==> src/hw/rtl/drh_pkg.sv <==
package drh_pkg;

  // Store geometry. Position zero of every store is a constant and is not held in memory.
  localparam int MAX_LEN = 4096;
  localparam int POS_W   = $clog2(MAX_LEN + 1);
  localparam int ADDR_W  = $clog2(MAX_LEN);

  // Arithmetic widths.
  localparam int WORD_W = 31;
  localparam int PROD_W = 2 * WORD_W;
  localparam int DIVD_W = PROD_W + 1;
  localparam int HASH_W = 63;
  localparam int CHAR_W = 8;
  localparam int CNT_W  = $clog2(DIVD_W);

  // Register reset values.
  localparam logic [WORD_W-1:0] BASE_LEFT_RST     = WORD_W'(131);
  localparam logic [WORD_W-1:0] BASE_RIGHT_RST    = WORD_W'(137);
  localparam logic [WORD_W-1:0] MODULUS_LEFT_RST  = WORD_W'(1000000007);
  localparam logic [WORD_W-1:0] MODULUS_RIGHT_RST = WORD_W'(998244353);

  typedef enum logic [1:0] {
    REG_BASE_LEFT     = 2'd0,
    REG_BASE_RIGHT    = 2'd1,
    REG_MODULUS_LEFT  = 2'd2,
    REG_MODULUS_RIGHT = 2'd3
  } cfg_reg_t;

  typedef enum logic [1:0] {
    FN_APPEND = 2'd0,
    FN_QUERY  = 2'd1,
    FN_CLEAR  = 2'd2
  } func_t;

  typedef enum logic [1:0] {
    STAT_OK        = 2'd0,
    STAT_BAD_RANGE = 2'd1,
    STAT_FULL      = 2'd2
  } status_t;

  typedef enum logic [3:0] {
    SQ_IDLE,
    SQ_A_RD,
    SQ_A_MUL1,
    SQ_A_RED1,
    SQ_A_MUL2,
    SQ_A_RED2,
    SQ_Q_RD,
    SQ_Q_MUL,
    SQ_Q_RED1,
    SQ_Q_LDA,
    SQ_Q_RED2,
    SQ_DONE
  } seq_state_t;

  // Operand source for the reduction unit's dividend.
  typedef enum logic [1:0] {
    SRC_PFX_BASE,
    SRC_POW_BASE,
    SRC_PFX_POW,
    SRC_PFX
  } src_t;

  // Control from the sequencer to each hash lane.
  typedef struct packed {
    logic             rd_pfx;
    logic [POS_W-1:0] pfx_pos;
    logic             rd_pow;
    logic [POS_W-1:0] pow_pos;
    logic             wr_pfx;
    logic             wr_pow;
    logic [POS_W-1:0] wr_pos;
    logic             start;
    src_t             src;
    logic [CHAR_W-1:0] ch;
    logic             take_x;
    logic             take_hash;
  } lane_ctl_t;

endpackage

==> src/hw/rtl/drh_seq.sv <==
module drh_seq (
  input  logic                        clk,
  input  logic                        rst,
  input  logic                        in_valid,
  output logic                        in_stall,
  input  logic [1:0]                  func,
  input  logic [drh_pkg::CHAR_W-1:0]  char_byte,
  input  logic [drh_pkg::POS_W-1:0]   begin_pos,
  input  logic [drh_pkg::POS_W-1:0]   end_pos,
  output logic                        out_valid,
  input  logic                        out_stall,
  output logic [1:0]                  status,
  output logic [drh_pkg::HASH_W-1:0]  hash_value,
  output logic [drh_pkg::POS_W-1:0]   string_size,
  output drh_pkg::lane_ctl_t          ctl,
  input  logic                        unit_done,
  input  logic [drh_pkg::WORD_W-1:0]  left_hash,
  input  logic [drh_pkg::WORD_W-1:0]  right_hash
);

  localparam logic [drh_pkg::POS_W-1:0] FULL_LEN = drh_pkg::POS_W'(drh_pkg::MAX_LEN);

  drh_pkg::seq_state_t state, state_next;
  logic [drh_pkg::POS_W-1:0]  len_q, len_next;
  logic [drh_pkg::POS_W-1:0]  bpos_q;
  logic [drh_pkg::POS_W-1:0]  epos_q;
  logic [drh_pkg::CHAR_W-1:0] ch_q;
  drh_pkg::status_t           pend_status, pend_status_next;
  logic                       pend_hash, pend_hash_next;
  logic                       accept;
  logic                       load_out;

  assign in_stall = (state != drh_pkg::SQ_IDLE);
  assign accept   = in_valid && !in_stall;
  assign load_out = (state == drh_pkg::SQ_DONE) && (!out_valid || !out_stall);

  // State and control registers.
  always_ff @(posedge clk) begin
    if (rst) begin
      state       <= drh_pkg::SQ_IDLE;
      len_q       <= '0;
      pend_status <= drh_pkg::STAT_OK;
      pend_hash   <= 1'b0;
      out_valid   <= 1'b0;
    end else begin
      state       <= state_next;
      len_q       <= len_next;
      pend_status <= pend_status_next;
      pend_hash   <= pend_hash_next;
      out_valid   <= load_out || (out_valid && out_stall);
    end
  end

  // Request payload and result registers.
  always_ff @(posedge clk) begin
    if (accept) begin
      bpos_q <= begin_pos;
      epos_q <= end_pos;
      ch_q   <= char_byte;
    end
    if (load_out) begin
      status      <= pend_status;
      hash_value  <= pend_hash ? {left_hash, 1'b0, right_hash} : '0;
      string_size <= len_q;
    end
  end

  // Next state and lane control.
  always_comb begin
    state_next       = state;
    len_next         = len_q;
    pend_status_next = pend_status;
    pend_hash_next   = pend_hash;
    ctl              = '0;
    ctl.ch           = ch_q;
    ctl.wr_pos       = len_q + 1'b1;
    ctl.src          = drh_pkg::SRC_PFX_BASE;
    unique case (state)
      drh_pkg::SQ_IDLE: begin
        if (accept) begin
          pend_status_next = drh_pkg::STAT_OK;
          pend_hash_next   = 1'b0;
          state_next       = drh_pkg::SQ_DONE;
          unique case (func)
            drh_pkg::FN_APPEND: begin
              if (len_q >= FULL_LEN) begin
                pend_status_next = drh_pkg::STAT_FULL;
              end else begin
                state_next = drh_pkg::SQ_A_RD;
              end
            end
            drh_pkg::FN_QUERY: begin
              if (begin_pos > end_pos || end_pos > len_q) begin
                pend_status_next = drh_pkg::STAT_BAD_RANGE;
              end else begin
                pend_hash_next = 1'b1;
                state_next     = drh_pkg::SQ_Q_RD;
              end
            end
            drh_pkg::FN_CLEAR: begin
              len_next = '0;
            end
            default: ;
          endcase
        end
      end
      drh_pkg::SQ_A_RD: begin
        ctl.rd_pfx  = 1'b1;
        ctl.pfx_pos = len_q;
        ctl.rd_pow  = 1'b1;
        ctl.pow_pos = len_q;
        state_next  = drh_pkg::SQ_A_MUL1;
      end
      drh_pkg::SQ_A_MUL1: begin
        ctl.start  = 1'b1;
        ctl.src    = drh_pkg::SRC_PFX_BASE;
        state_next = drh_pkg::SQ_A_RED1;
      end
      drh_pkg::SQ_A_RED1: begin
        if (unit_done) begin
          ctl.wr_pfx = 1'b1;
          state_next = drh_pkg::SQ_A_MUL2;
        end
      end
      drh_pkg::SQ_A_MUL2: begin
        ctl.start  = 1'b1;
        ctl.src    = drh_pkg::SRC_POW_BASE;
        state_next = drh_pkg::SQ_A_RED2;
      end
      drh_pkg::SQ_A_RED2: begin
        if (unit_done) begin
          ctl.wr_pow = 1'b1;
          len_next   = len_q + 1'b1;
          state_next = drh_pkg::SQ_DONE;
        end
      end
      drh_pkg::SQ_Q_RD: begin
        ctl.rd_pfx  = 1'b1;
        ctl.pfx_pos = bpos_q;
        ctl.rd_pow  = 1'b1;
        ctl.pow_pos = epos_q - bpos_q;
        state_next  = drh_pkg::SQ_Q_MUL;
      end
      drh_pkg::SQ_Q_MUL: begin
        // The product uses the start prefix; the end prefix is fetched meanwhile.
        ctl.start   = 1'b1;
        ctl.src     = drh_pkg::SRC_PFX_POW;
        ctl.rd_pfx  = 1'b1;
        ctl.pfx_pos = epos_q;
        state_next  = drh_pkg::SQ_Q_RED1;
      end
      drh_pkg::SQ_Q_RED1: begin
        if (unit_done) begin
          ctl.take_x = 1'b1;
          state_next = drh_pkg::SQ_Q_LDA;
        end
      end
      drh_pkg::SQ_Q_LDA: begin
        ctl.start  = 1'b1;
        ctl.src    = drh_pkg::SRC_PFX;
        state_next = drh_pkg::SQ_Q_RED2;
      end
      drh_pkg::SQ_Q_RED2: begin
        if (unit_done) begin
          ctl.take_hash = 1'b1;
          state_next    = drh_pkg::SQ_DONE;
        end
      end
      drh_pkg::SQ_DONE: begin
        if (load_out) begin
          state_next = drh_pkg::SQ_IDLE;
        end
      end
      default: state_next = drh_pkg::SQ_IDLE;
    endcase
  end

`ifndef ASSERT_OFF
  a_len_bound: assert property (@(posedge clk) disable iff (rst) len_q <= FULL_LEN)
    else $error("string length beyond store size");
  a_append_grows: assert property (@(posedge clk) disable iff (rst)
    (state == drh_pkg::SQ_A_RED2 && unit_done) |=> len_q == $past(len_q) + 1'b1)
    else $error("append did not extend the string by one");
  a_query_range: assert property (@(posedge clk) disable iff (rst)
    (state == drh_pkg::SQ_Q_RED2 && unit_done) |-> (bpos_q <= epos_q && epos_q <= len_q))
    else $error("hash computed for an out-of-range query");
  a_full_status: assert property (@(posedge clk) disable iff (rst)
    (state == drh_pkg::SQ_DONE && pend_status == drh_pkg::STAT_FULL) |-> len_q == FULL_LEN)
    else $error("store-full status with room left");
`endif

endmodule

==> config.mk <==
export PLATFORM = sky130hd
export DESIGN_NAME = drh_seq
export DESIGN_NICKNAME = d
export VERILOG_FILES = /design/src/hw/rtl/drh_pkg.sv /design/src/hw/rtl/drh_seq.sv
export SDC_FILE = /design/constraint.sdc
export NUM_CORES = 1
export LEC_CHECK = 0
export BUFFER_PORTS_ARGS = -buffer_cell sky130_fd_sc_hd__buf_4
export CORE_AREA = 3 3 116 118
export DETAILED_ROUTE_END_ITERATION = 6
export DIE_AREA = 0 0 119 121
export PLACE_DENSITY = 0.88
export SETUP_SLACK_MARGIN = 0.4
export SLEW_MARGIN = 20
export SYNTH_ARGS = -nofsm -noshare
export SYNTH_HDL_FRONTEND = slang
export SYNTH_SLANG_ARGS = --single-unit
==> constraint.sdc <==
create_clock -name clk -period 15.3 [get_ports clk]
set_input_delay 1.53 -clock clk [delete_from_list [all_inputs] [get_ports clk]]
set_output_delay 1.53 -clock clk [all_outputs]
set_load 0.02 [all_outputs]
# [After elaboration in Yosys (flattened, before gate mapping)]
# Cells that the tools add are included.
[totals] reg_bits=133 input_bits=103 out_inout_bits=136 wordCells=80
[classes] add_sub_neg=2 order_cmp=3 n_eq_ne=20 mux=26 n_reduce_logical=17
[ops] operator="$pmux W4 S11" n=1
[ops] operator="$pmux W14 S3" n=1
[ops] operator="$mux W13" n=3
[ops] operator="$mux W4" n=7
[ops] operator="$pmux W14 S2" n=1
[ops] operator="$gt A13 B13 Y1" n=2
[ops] operator="$pmux W13 S2" n=1
[ops] operator="$eq A4 B3 Y1 const B" n=4
[ops] operator="$eq A4 B4 Y1 const B" n=4
[ops] operator="$add A13 B1 Y13 const B" n=1
[ops] operator="$ge A13 B13 Y1 const B" n=1
[ops] operator="$sub A13 B13 Y13" n=1
[ops] operator="$pmux W3 S4" n=1
[ops] operator="$ne A2 B2 Y1 const B" n=5
[ops] operator="$eq A4 B2 Y1 const B" n=2
[ops] operator="$mux W1" n=8
[ops] operator="$pmux W4 S2" n=1
[ops] operator="$reduce_and A5 Y1" n=1
[ops] operator="$eq A4 B1 Y1 const B" n=1
[ops] operator="$logic_not A4 Y1" n=1
[ops] operator="$ne A2 B1 Y1 const B" n=2
[ops] operator="$pmux W2 S2" n=1
[ops] operator="$reduce_and A4 Y1" n=1
[ops] operator="$reduce_bool A4 Y1" n=1
[ops] operator="10 further kinds" n=16

# [Depth between registers and ports, before layout]
# Gate-level depths: netlist of the first run.
[logic_depth] ltp_word=6 depth_mapped=9 mapped_depth_nobuf=9

# [Worst setup path before layout of the first run]
# No wires, ideal clock.
[synth_path] path_type="input to register" startpoint="input out_stall" endpoint="register hash_value[0] in the netlist's numbering (enable)" setup_time_ns=0.538 arrival_time_ns=5.181 required_time_ns=14.762 path_slack_ns=9.581 cell_stages=1 n_path_buf=0 cell_sequence="a21oi_1"
[synth_via] elab_chain_cells=3
[synth_rtl] element="from (decl)" line_no="drh_seq.sv:11" rtl="input logic out_stall,"
[synth_rtl] element="$logic_not A1 Y1" line_no="drh_seq.sv:35" rtl="assign load_out = (state == drh_pkg::SQ_DONE) && (!out_valid || !out_stall);"
[synth_rtl] element="$logic_or A1 B1 Y1" line_no="drh_seq.sv:35"
[synth_rtl] element="$logic_and A1 B1 Y1" line_no="drh_seq.sv:35"
[synth_rtl] element="to (signal assigned)" line_no="drh_seq.sv:63" rtl="hash_value <= pend_hash ? {left_hash, 1'b0, right_hash} : '0;"
[synth_rtl] element="to (decl)" line_no="drh_seq.sv:13" rtl="output logic [drh_pkg::HASH_W-1:0] hash_value,"
# Every way passes these cells.
# A chain may end at the register's enable or synchronous reset.

==> results.txt, run 1 <==
Status -> finished, final reports clean
Cells after Synth -> 608
Max-Cap Viols -> 0
GRT Residual Overflow -> 0
Boundary pin count -> 239
IR drop worst, VDD -> 0.0688 mV
Layout cell share with drive strength beyond 1 -> 33.0%
Fin crit share -> 29.7%
Netlist Area Pre-Place -> 6750 um2
Die height -> 121 um
WP data arrival -> 3020 ps
Total GRT Usage -> 25.7%
CTS Buffer Depth -> 2
Min-Delay Startpoint -> pend_status[1]$_SDFFE_PP0P_
Worst Tran Pin Value -> 1070 ps
Sinks on Clock Net -> 132
Routed WL per cell -> 18.4 um
Slew Limit Fails -> 0
Worst slew margin -> 28.6%
Setup Fix Bufs, Post-CTS -> 0
Critical path class -> reg2out
TritonCTS clock tree -> yes
Top-count cell post-synth -> edfxtp_1
Crit path max fanout -> 3
Unrepaired setup endpoints after global routing -> no
FF-to-FF path depth -> 7
Worst path cell trace -> ha_1 -> fa_1 -> nor2b_1 -> o211ai_1 -> a22oi_1 -> a31oi_1 -> xor2_1 -> o21ai_0 -> buf_4
Reg-to-Reg Start -> state[0]$_SDFFE_PP0P_
Final Hold Fails -> 0
Fmax -> 0.220 GHz
Initial antenna violation count -> 1
Launch point of the worst path -> bpos_q[0]$_DFFE_PP_
Startpoint Class -> flip-flop
GPL Wtd Cong -> 0.897
Post_cts resized -> 0
Ys Warns -> 0
Post-CTS Hold Fix Bufs -> 0
Post-synth cell types -> 62
Post-Route WL -> 18,900 um
Vias -> 5,727
Crit path max-delay cell type -> fa_1
Antenna Nets Post-Route -> 0
P_leak -> 0.00393 uW
Synth top area share -> 49.4%
Clock Skews -> 11.4 ps
Top post-synthesis cells by area -> edfxtp_1 49%, ha_1 7.2%, dfxtp_1 6.2%
Minimum hold slack -> 444 ps
Average cell area after synthesis -> 11.1 um2
Syn Nets -> 751
Number of enable flip-flop cells after synthesis -> 111
Half-perimeter wire length after placement -> 14,100 um
Post-synthesis async set-or-reset flop share -> 0%
Hold WC Path Type -> reg2reg
Final Setup Violations -> 0
CP max stage delay -> 400 ps
Synth area leader -> edfxtp_1
Hold depth -> 0
Core Area -> 12,600 um2
Area growth, synth to finish -> 37.3%
Sequential-to-total area share from yosys stat -> 55.6%
Synth cell count leaders -> 111 x edfxtp_1, 64 x and2_1, 54 x inv_1
Maximum level of the CTS H-tree -> 4
Critical Path RT -> 13,770 ps
Yosys reg bits -> 132
1st-pass router iterations -> 6
Largest net degree at the start of global routing -> 78
Fin Setup TNS -> 0 ps
Number of remaining DRC errors -> 0
Num CTS Buffers -> 17
Fin nets -> 982
First-pass GRT wire length -> 28,700 um
DIE WIDTH -> 119 um
Die ar. -> 14,400 um2
Via-to-Cell Ratio -> 5.59
Port bufs -> 237
Ys flop type -> edfxtp_1
Number of global-route vias before repair -> 5,569
First-iteration detailed-routing DRC count -> 710
Clk_lat worst skew -> 420 ps
Initial Utilization -> 53.7%
# rows -> 41
P per Cell Area -> 130 nW/um2
Element type at the critical path end -> output pin
Root buf cell -> clkbuf_16
Clock-pin slew on the worst setup and hold paths -> 60 ps
Min cycle time layout -> 4550 ps
==> stage by stage <==
stage          setup slack, ps  area (um2)  std cells  total power (uW)  utilization [%]
6_report                 10750        9260       1025              1200             73.7
5_1_grt                  10500        9260       1025              1260             73.7
4_1_cts                  10730        9260       1024              1210             73.7
3_5_place_dp             10970        8650        992               789             68.9
3_3_place_gp             11000        8650        992               777             68.9
2_1_floorplan             9580        6750        608               678                -
==> registers in the layout (all words and copies together) (netlist names) <==
| signal | count |
|---|---|
| hash_value | 62 |
| bpos_q | 13 |
| epos_q | 13 |
| len_q | 13 |
| string_size | 13 |
| ch_q | 8 |
| state | 4 |
| pend_status | 2 |
| status | 2 |
| out_valid | 1 |
| pend_hash | 1 |
==> worst paths after layout <==
kind | slack, ps | end
hold reg to reg | 440 | status[1]$_DFFE_PP_
hold / removal | 440 | status[1]$_DFFE_PP_
setup / recovery | 10750 | ctl[38]
setup reg to reg | 12490 | len_q[10]$_SDFFE_PP0P_
==> cell usage in the layout, fill, tap and decap left out, types with 4 or more instances in the layout <==
cell type,instances
nor3_1,11
nand3_1,11
inv_1,54
a22oi_1,9
or3_1,5
and3_1,9
and2_1,64
o21a_1,6
nor4_1,4
clkbuf_16,17
nor2b_1,8
xor2_1,4
a211oi_1,4
nand4_1,4
edfxtp_1,111
a222oi_1,9
xnor2_1,16
a31oi_1,4
buf_4,241
a21o_1,5
a21oi_1,30
nand2_1,35
o21ai_0,24
ha_1,39
nor2_1,35
dfxtp_1,21
o21ai_1,5
==> worst max-delay path, delay by kind of cell, from the launching register on <==
kind,cells,cell delay (ps)
flops,1,390
compound gates,4,990
fa+ha+maj,2,640
xor+xnor,1,160
simple gates,1,210
buf+inv,1,210
==> power by group <==
part	internal, uW	switching (uW)	total [uW]
Combinational	132	185	317
Clock	257	157	414
Sequential	435	36.4	472
Total	824	379	1200
==> per-layer routing <==
| layer | wire, um | up-vias | share of wire [%] | global-route usage (%) |
|---|---|---|---|---|
| met5 | 0 | - | 0 | 0 |
| met4 | 585 | 0 | 3.1 | 11.6 |
| met3 | 1640 | 46 | 8.7 | 5.97 |
| met2 | 9780 | 337 | 52 | 46.0 |
| met1 | 6860 | 2683 | 36 | 29.1 |
| li1 | - | 2661 | - | - |
==> cells by family after synthesis <==
family / synth area share [%]
and+or+nand+nor: 16.9
xor gates and xnor gates: 2.60
muxes: 0.297
adders and majority gates: 7.53
other: 0.0556
AOI/OAI and AO/OA: 11.9
DFF: 55.6
buffers and inverters: 5.08
==> area by class of cell <==
class	instances	area, um2
Antenna cell	1	2.50
Tap cell	172	215
Inverter	56	210
Sequential cell	132	3750
Timing Repair Buffer	241	1810
Clock buffer	17	425
Fill cell	849	3310
Multi-Input combinational cell	391	2670
Clock inverter	15	179
Note: power is estimated with default switching activity, not from simulation.
==> run 2, diff against run 1 <==
CORE_AREA = 3 3 121 123   (was 3 3 116 118)
DIE_AREA = 0 0 124 126   (was 0 0 119 121)
PLACE_DENSITY = 0.82   (was 0.88)
clock period = 4.3 ns   (was 15.3 ns; I/O delays follow)
==> run 2 against run 1 <==
  * Combinational power rose to 3.6 times the previous value
  * Register-to-register slack got worse by 11000 ps
  * Clock-buffer cell count rose by 1
  * Largest power group unchanged
  * Hold slack got worse by 260 ps
  * Global-route usage fell by 1.7 points
  * Highest routed layer unchanged
  * Core utilization fell by 6.6 points
  * Clock skew fell by 3.8 ps
  * Sequential share of layout area rose by 0.099 points
==> results.txt, run 2 (same netlist as run 1, synthesis figures left out) <==
Status -> finished, final reports clean
Unrepaired setup endpoints after global routing -> no
DIE WIDTH -> 124 um
Critical Path RT -> 3870 ps
Fin cells -> 1,033
Number of global-route vias before repair -> 5,414
GPL Wtd Cong -> 0.852
Setup Fix Bufs, Post-CTS -> 0
Critical path class -> reg2out
Fin Setup TNS -> 0 ps
Internal power -> 2820 uW
WP data arrival -> 2900 ps
Area growth, synth to finish -> 36.9%
Slew Limit Fails -> 0
Flop pwr share -> 40.2%
TritonCTS clock tree -> yes
Total GRT Usage -> 24.0%
Worst slew margin -> 39.6%
Final Setup Violations -> 0
Max-Cap Viols -> 0
Final Hold Fails -> 0
Startpoint Class -> flip-flop
Via-to-Cell Ratio -> 5.39
DP Cell Count -> 1,001
Clock Skews -> 7.65 ps
P_leak -> 0.00391 uW
Root buf cell -> clkbuf_16
Clock-pin slew on the worst setup and hold paths -> 60 ps
Die ar. -> 15,600 um2
Boundary pin count -> 239
Core Area -> 13,800 um2
GRT Residual Overflow -> 0
Worst R2R Setup Slack -> 1450 ps
Area of the multi-input gates -> 2670 um2
Element type at the critical path end -> output pin
Post-CTS Hold Fix Bufs -> 0
# rows -> 43
Switching Share -> 32.4%
Initial Utilization -> 49.0%
Most flops, register -> hash_value
1st-pass router iterations -> 6
Register area -> 3750 um2
Fin crit share -> 77.4%
CTS Buffer Depth -> 2
Ant diodes -> 0
Antenna Nets Post-Route -> 0
Layout cell share with drive strength beyond 1 -> 33.1%
Largest net degree at the start of global routing -> 57
Sinks on Clock Net -> 132
Total of fill cells in the finished design -> 1,093
Commonest non-fill, non-tap cell in the layout -> buf_4
Pre-CTS setup slack -> 1410 ps
Clock Power Share -> 32.6%
Final worst setup slack -> 972 ps
Most frequent cells in the layout -> 241 x buf_4, 111 x edfxtp_1, 64 x and2_1
Total power -> 4170 uW
Worst Tran Pin Value -> 901 ps
Fin nets -> 983
Min cycle time layout -> 3330 ps
Max FFs per register -> 62
P_sw -> 1350 uW
Vias -> 5,573
Initial antenna violation count -> 0
Hold WC Path Type -> in2reg
First-iteration detailed-routing DRC count -> 494
Post-Route WL -> 19,000 um
Crit path max fanout -> 24
Half-perimeter wire length after placement -> 14,000 um
Clk_lat worst skew -> 420 ps
Num CTS Buffers -> 17
Number of remaining DRC errors -> 0
IR drop worst, VDD -> 0.235 mV
Routed WL per cell -> 18.4 um
P per Cell Area -> 452 nW/um2
Fmax -> 0.300 GHz
Port bufs -> 237
Die height -> 126 um
Comb power frac -> 27.1%
Post_cts resized -> 0
Maximum level of the CTS H-tree -> 4
First-pass GRT wire length -> 28,800 um
-- run 2: worst paths after layout --
path,startpoint,end,cells past startpoint
setup / recovery,state[0]$_SDFFE_PP0P_,ctl[35],6
hold / removal,char_byte[6],ch_q[6]$_DFFE_PP_,1
setup reg to reg,state[0]$_SDFFE_PP0P_,len_q[3]$_SDFFE_PP0P_,6
hold reg to reg,pend_status[1]$_SDFFE_PP0P_,status[1]$_DFFE_PP_,0
-- run 2: final cells by class --
cell class / instances / share of cell area [%]
Multi-Input combinational cell: 391 / 28.9
Timing Repair Buffer: 242 / 19.8
Clock inverter: 14 / 1.35
Tap cell: 180 / 2.44
Inverter: 56 / 2.28
Clock buffer: 18 / 4.65
Sequential cell: 132 / 40.6
-- run 2: critical path, stage by stage (launching register included) --
cell and delay [ps]:
dfxtp_1 800, nand2_1 200, nor3_2 720, nand2_1 180, o31a_1 150, a31oi_1 230, buf_4 200
-- run 2: power by group through the flow --
stage / logic (uW) / clock network, uW / registers [uW]
detailed placement: 1110 / 0 / 1700
global route: 1240 / 1450 / 1700
floorplan: 715 / 0 / 1690
finish: 1130 / 1360 / 1680
global placement: 1100 / 0 / 1690
CTS: 1130 / 1380 / 1670
-- run 2: stage by stage --
step / utilization [%] / cell area, um2 / hold WS (ps)
2_1_floorplan: - / 6750 / 403
3_3_place_gp: 63.1 / 8680 / 423
3_5_place_dp: 63.1 / 8680 / 429
4_1_cts: 67.1 / 9240 / 175
5_1_grt: 67.1 / 9240 / 167
6_report: 67.1 / 9240 / 185
-- run 2: layer usage --
metal	GRT usage, %	part of all wire (%)
met4	8.83	2.4
met3	6.65	9.2
met5	0	0
met1	30.1	39
met2	39.7	50
